### src/psdh_pkg.sv
`default_nettype none
package psdh_pkg;

	localparam int NUM_BINS    = 256;
	localparam int NUM_STATES  = 4;
	localparam int COUNT_WIDTH = 20;
	localparam int DIST_WIDTH  = 16;

	localparam int STORE_DEPTH = NUM_STATES * NUM_BINS;
	localparam int ADDR_W      = $clog2(STORE_DEPTH);
	localparam int BIN_W       = $clog2(NUM_BINS);

	// fixed field and register widths
	localparam int OP_W       = 2;
	localparam int LABEL_W    = 2;
	localparam int SEL_W      = 8;
	localparam int INDEX_W    = 8;
	localparam int RANGE_W    = 16;
	localparam int SIU_W      = 3;
	localparam int CFG_IDX_W  = 2;
	localparam int CFG_DATA_W = 16;

	// divider width covers both the distance and the range registers
	localparam int DIV_W = (DIST_WIDTH > RANGE_W) ? DIST_WIDTH : RANGE_W;

	localparam logic [OP_W-1:0] OP_RECORD     = 2'd0;
	localparam logic [OP_W-1:0] OP_READ       = 2'd1;
	localparam logic [OP_W-1:0] OP_READ_CLEAR = 2'd2;

	localparam logic [CFG_IDX_W-1:0] REG_RANGE_LOW     = 2'd0;
	localparam logic [CFG_IDX_W-1:0] REG_RANGE_HIGH    = 2'd1;
	localparam logic [CFG_IDX_W-1:0] REG_BIN_WIDTH     = 2'd2;
	localparam logic [CFG_IDX_W-1:0] REG_STATES_IN_USE = 2'd3;

	localparam logic [RANGE_W-1:0] RANGE_LOW_RST     = 16'd0;
	localparam logic [RANGE_W-1:0] RANGE_HIGH_RST    = 16'd65535;
	localparam logic [RANGE_W-1:0] BIN_WIDTH_RST     = 16'd256;
	localparam logic [SIU_W-1:0]   STATES_IN_USE_RST = 3'd4;

	// controller -> datapath
	typedef struct packed {
		logic load;       // latch the input item
		logic clr_wr;     // clearing pass write
		logic div_start;  // launch bin division
		logic mem_rd;     // read the addressed counter
		logic update;     // write back and emit result from the counter
		logic emit_zero;  // emit a result with count 0
	} psdh_cmd_t;

	// datapath -> controller
	typedef struct packed {
		logic clr_last;
		logic is_record;
		logic rec_ok;
		logic rd_ok;
		logic div_done;
		logic bin_ok;
	} psdh_stat_t;

	function automatic logic [ADDR_W-1:0] mem_addr(input logic [LABEL_W-1:0] lbl,
		input logic [BIN_W-1:0] bin);
		mem_addr = ADDR_W'(int'(lbl) * NUM_BINS + int'(bin));
	endfunction

endpackage
`default_nettype wire

### src/psdh_ctrl.sv
`default_nettype none
module psdh_ctrl import psdh_pkg::*; (
	input  wire logic       clk,
	input  wire logic       arst_n,
	input  wire logic       start,
	input  wire psdh_stat_t stat,
	output psdh_cmd_t       cmd,
	output logic            busy
);

	typedef enum logic [5:0] {
		S_CLEAR  = 6'b000001,
		S_IDLE   = 6'b000010,
		S_DECODE = 6'b000100,
		S_DIV    = 6'b001000,
		S_FETCH  = 6'b010000,
		S_UPDATE = 6'b100000
	} state_t;

	state_t state_q;
	state_t state_nx;

	always_comb begin
		state_nx = state_q;
		cmd      = '0;
		unique case (state_q)
			S_CLEAR: begin
				cmd.clr_wr = 1'b1;
				if (stat.clr_last) state_nx = S_IDLE;
			end
			S_IDLE: begin
				if (start) begin
					cmd.load = 1'b1;
					state_nx = S_DECODE;
				end
			end
			S_DECODE: begin
				if (stat.is_record) begin
					if (stat.rec_ok) begin
						cmd.div_start = 1'b1;
						state_nx      = S_DIV;
					end else begin
						cmd.emit_zero = 1'b1;
						state_nx      = S_IDLE;
					end
				end else if (stat.rd_ok) begin
					state_nx = S_FETCH;
				end else begin
					cmd.emit_zero = 1'b1;
					state_nx      = S_IDLE;
				end
			end
			S_DIV: begin
				if (stat.div_done) begin
					if (stat.bin_ok) begin
						state_nx = S_FETCH;
					end else begin
						cmd.emit_zero = 1'b1;
						state_nx      = S_IDLE;
					end
				end
			end
			S_FETCH: begin
				cmd.mem_rd = 1'b1;
				state_nx   = S_UPDATE;
			end
			S_UPDATE: begin
				cmd.update = 1'b1;
				state_nx   = S_IDLE;
			end
			default: state_nx = S_CLEAR;
		endcase
	end

	always_ff @(posedge clk or negedge arst_n) begin
		if (!arst_n) begin
			state_q <= S_CLEAR;
		end else begin
			state_q <= state_nx;
		end
	end

	assign busy = (state_q != S_IDLE);

`ifndef SYNTH
	a_fetch_then_update: assert property (@(posedge clk) disable iff (!arst_n)
		cmd.mem_rd |=> cmd.update)
		else $error("counter read not followed by write-back");
	a_single_emit: assert property (@(posedge clk) disable iff (!arst_n)
		!(cmd.update && cmd.emit_zero))
		else $error("two results in one cycle");
	a_div_from_decode: assert property (@(posedge clk) disable iff (!arst_n)
		cmd.div_start |-> stat.is_record && stat.rec_ok)
		else $error("division launched for a rejected item");
`endif

endmodule
`default_nettype wire

### config.mk
export PLATFORM = sky130hd
export DESIGN_NAME = psdh_ctrl
export DESIGN_NICKNAME = d
export VERILOG_FILES = /design/src/psdh_pkg.sv /design/src/psdh_ctrl.sv
export SDC_FILE = /design/constraint.sdc
export NUM_CORES = 1
export LEC_CHECK = 0
export ABC_AREA = 1
export BUFFER_PORTS_ARGS = -buffer_cell sky130_fd_sc_hd__buf_2
export CAP_MARGIN = 20
export CORE_AREA = 3 3 40 42
export CTS_BUF_LIST = sky130_fd_sc_hd__clkbuf_8 sky130_fd_sc_hd__clkbuf_16
export DETAILED_ROUTE_END_ITERATION = 10
export DIE_AREA = 0 0 43 45
export GPL_TIMING_DRIVEN = 0
export PLACE_DENSITY_LB_ADDON = 0.15
export SETUP_SLACK_MARGIN = 0.15
export SKIP_CTS_REPAIR_TIMING = 1
export SYNTH_ARGS = -nofsm -noshare
export SYNTH_HDL_FRONTEND = slang
export SYNTH_SLANG_ARGS = --single-unit
### constraint.sdc
create_clock -name clk -period 3.2 [get_ports clk]
set_input_delay 0.32 -clock clk [delete_from_list [all_inputs] [get_ports clk]]
set_output_delay 0.32 -clock clk [all_outputs]
set_load 0.03 [all_outputs]
After elaboration in Yosys (flattened, before gate mapping)
Cells that the tools add are included.
Storage, ports and cells
  output and inout bits: 7
  logic and storage cells: 34
  register bits: 6
Operators by class
  equality and inequality tests: 10
  mux-type cells: 22
  reduce and logical (&&, ||, !) cells: 1
Operators with widths (number)
  case mux 6 bit (6 select lines): 1
  2-to-1 mux 6 bit: 4
  2-to-1 mux 1 bit: 13
  2-to-1 mux 5 bit: 2
  == test 6 x 1 -> 1 bit (second input constant): 1
  == test 6 x 2 -> 1 bit (second input constant): 1
  == test 6 x 3 -> 1 bit (second input constant): 1
  == test 6 x 4 -> 1 bit (second input constant): 1
  == test 6 x 5 -> 1 bit (second input constant): 1
  == test 6 bit (second input constant): 1
  inequality test 2 bit (second input constant): 3
  inequality test 6 x 2 -> 1 bit (second input constant): 1
  2-to-1 mux 4 bit: 1
  AND reduction 3 bit: 1
  case mux 1 bit (2 select lines): 1

Logic depth before layout (Yosys ltp)
  depth after elaboration: 3
  gate-level depth with buffers: 8
  depth with buffers taken out: 8

Worst setup path after synthesis
Ideal clock, no wire load.
  path type: register to output
  from: reg state_q[5]
  to: out cmd[5] (netlist bit)
  data arrival time: 1.476 ns
  cell stages (with the launch flop): 4
  path slack: 1.404 ns
  required time: 2.880 ns
  path buffers: 0
  path through: dfrtp_1 -> nor2_4 -> nand3_1 -> nor2_1
RTL lines
  from (decl): line psdh_ctrl.sv:20  | state_t state_q;
  from (signal assigned): line psdh_ctrl.sv:79  | state_q <= state_nx;
  to (decl): line psdh_ctrl.sv:7  | output psdh_cmd_t cmd,

==> results.yml <==
floorplan:
  die_width_um: 43
  num_rows: 13
  fp.dieArea_sq_um: 1940
  core_sq_um: 1280
  io-pin-count: 16
  start_util_pct: 35.0
  fp.dieH_um: 45
sta:
  hold_viol: 0
  finalSetupTns_ps: 0
  rsz0062_at_grt: "false"
  setup_viol: 0
  relSlewSlack_pct: 83.5
  fmax_mhz: 566
  min_period_ps: 1770
  finalClockSkew_ps: 4.21
  fin_crit_sh_pct: 55.2
  finalMaxSlewViolations: 0
  tightest_slew_ps: 248
logic_synthesis:
  yosys_warnings: 0
  synth-main-ff-cell: "dfrtp_1"
  synth_seq_area_share_pct: 33.7
  synthArstFlopShare_pct: 100
  synth_top_family_by_area: "simple AND/OR/NAND/NOR gates"
  yosysMostFrequentCell: "inv_1"
  ys_types: 14
  synth_mux_area_share_pct: 0
  synthesis.instances: 65
  synth_area_per_cell_sq_um: 6.91
  netlist.area_leader.share_pct: 27.9
  synthAdderAreaFrac_pct: 0
  ys_top_cells_by_count: "inv_1 (17), nand2_1 (10), nand3_1 (8)"
  synth_xor_xnor_area_share_pct: 0
  synth-simple-area-share_pct: 45.4
  ys_seq_elements: 6
  synth_area_leaders: "dfrtp_1 (28%), inv_1 (14%), nor2_4 (10%)"
  syn_area_sq_um: 449
  synth_compound_area_share_pct: 5.01
  synth_nets: 74
  synth_top_area_cell: "dfrtp_1"
  synth_edf_count: 0
placed_design:
  gp_congestion: 0.763
  hpwl_um: 794
  portBuffers: 15
power:
  leakagePower_uw: 0.000384
  peakVddDrop_v: 0.000268
  p_sw_share_pct: 43.9
  total_power_uw: 441
  p_clk_share_pct: 26.0
  power_density_nw_per_um2: 738
  power_frac_comb_pct: 46.4
  switchingPower_uw: 194
  cell_internal_pwr_uw: 248
  p_seq_share_pct: 27.5
route:
  via_count: 460
  post_drt_wl_per_cell_um: 9.60
  ant_nets: 0
  drt_iter0_markers: 8
  first_pass_iters: 4
  vias_per_cell: 4.60
  routed_wl_um: 960
  drc: 0
min_path:
  holdPathStages: 3
  min_path_type: "primary input to flip-flop"
  holdPathEnd: "state_q[4]"
  min-delay-start: "stat[2]"
clock_network:
  cts_tree: "done"
  clk_pin_slew_worst_paths_ps: 40
  cts.htree.levels: 1
  numCtsBuffers: 3
  clock_sinks: 6
  root_buffer: "clkbuf_8"
  clock_path_buffers: 2
  clkLatencyLatePin_ps: 220
final_layout:
  fillers: 146
  area_delta_synth_final_pct: 33.1
  layout-drive-gt1-share_pct: 30.6
  nNetsFinal: 95
  antenna_cells: 0
  largest_register: "state_q"
  largest_register_ffs: 6
  largestRegisters: "state_q (6)"
global_routing:
  grt_pass1_wl_mm: 1.60
  grt_usage_pct: 11.6
  grt_pass1_vias: 409
  antenna_found_initial: 0
  gr-total-overflow: 0
  grt_max_degree: 10
setup_path:
  reg2reg_depth: 7
  critPathKind: "flip-flop to primary output"
  cpMostUsedCell: "nor2_4"
  crit_chain: "nor2_4 -> nand2_4 -> nor2_4 -> nand2_1 -> inv_1 -> buf_4 -> buf_2"
  worstReg2RegStart: "state_q[0]"
  critPathArrivalTime_ps: 1450
  endpoint_kind: "primary output"
  cp-startpoint: "state_q[5]"
  worst-path-max-fanout: 9
  cp-start-kind: "flip-flop"
  slowest_stage: "dfrtp_1"
  r2r_slack_ps: 1970
  max_stage_delay_ps: 400
  r2r_end: "state_q[1]"
  required_ps: 2880
status:
  status: "completed"
flow_run:
  cap_violations: 0
worst max-delay path: cells and delay by family (launching register included):
kind | cells | cell delay, ps
buffers and inverters | 3 | 320
DFF | 1 | 400
and+or+nand+nor | 4 | 510
how the worst max path moves through the flow:
| stage | end | slack [ps] | cells past startpoint |
|---|---|---|---|
| after floorplan | cmd[5] | 1400 | 3 |
| after global placement | cmd[3] | 1670 | 7 |
| after detailed placement | cmd[3] | 1670 | 7 |
| after CTS | cmd[3] | 1420 | 7 |
| after global routing | cmd[3] | 1330 | 7 |
| final | cmd[3] | 1430 | 7 |
power by group through the flow:
| stage | combinational [uW] | clock [uW] | sequential, uW |
|---|---|---|---|
| after floorplan | 160 | 0 | 119 |
| after global placement | 205 | 0 | 122 |
| after detailed placement | 206 | 0 | 123 |
| after CTS | 207 | 119 | 122 |
| after global routing | 230 | 128 | 124 |
| final | 205 | 115 | 121 |
logic make-up (layout without fill, tap and decap cells):
| group | after synthesis | after routing |
|---|---|---|
| flops | 6 | 6 |
| simple gates | 37 | 37 |
| compound gates | 4 | 4 |
| buf+inv | 18 | 38 |
layer usage:
layer  vias to the layer above  part of all wire (%)  wire, um  GRT usage [%]
met4                         0                   1.6        15           9.04
met5                         -                     0         0              0
met3                         2                   5.5        53           4.38
li1                        242                     -         -              -
met1                       203                    46       438           13.0
met2                        13                    47       452           18.0
through the flow:
step	instance area [sq um]	setup slack, ps	cells	utilization [%]	hold slack (ps)
5_1_grt	598	1330	100	46.5	414
4_1_cts	588	1420	99	45.8	-95.8
3_3_place_gp	543	1670	95	42.3	146
3_5_place_dp	543	1670	95	42.3	145
2_1_floorplan	449	1400	65	-	24.4
6_report	598	1430	100	46.5	402
layout make-up:
cell class,count,area [sq um],share of cell area (%)
multi-input combinational,41,226,37.9
sequential,6,151,25.3
timing repair buffer,16,85.1,14.2
inverter,17,63.8,10.7
clock buffer,3,41.3,6.90
tap,15,18.8,3.14
buffer,1,7.51,1.26
clock inverter,1,3.75,0.628
cells in the final DEF, fill, tap and decap left out:
master,netlist,layout
o21a_1,1,1
nor2_1,7,7
nand2_4,1,1
a21oi_1,2,2
nand2_1,10,10
nor2_4,4,4
o21ai_0,1,1
nand3_1,8,8
nand4_1,6,6
dfrtp_1,5,5
dlygate4sd3_1,0,1
dfstp_2,1,1
buf_2,0,15
inv_1,17,18
clkbuf_8,0,3
nor2_2,1,1
buf_4,1,1
No activity file was read; power rests on OpenSTA's default activity.
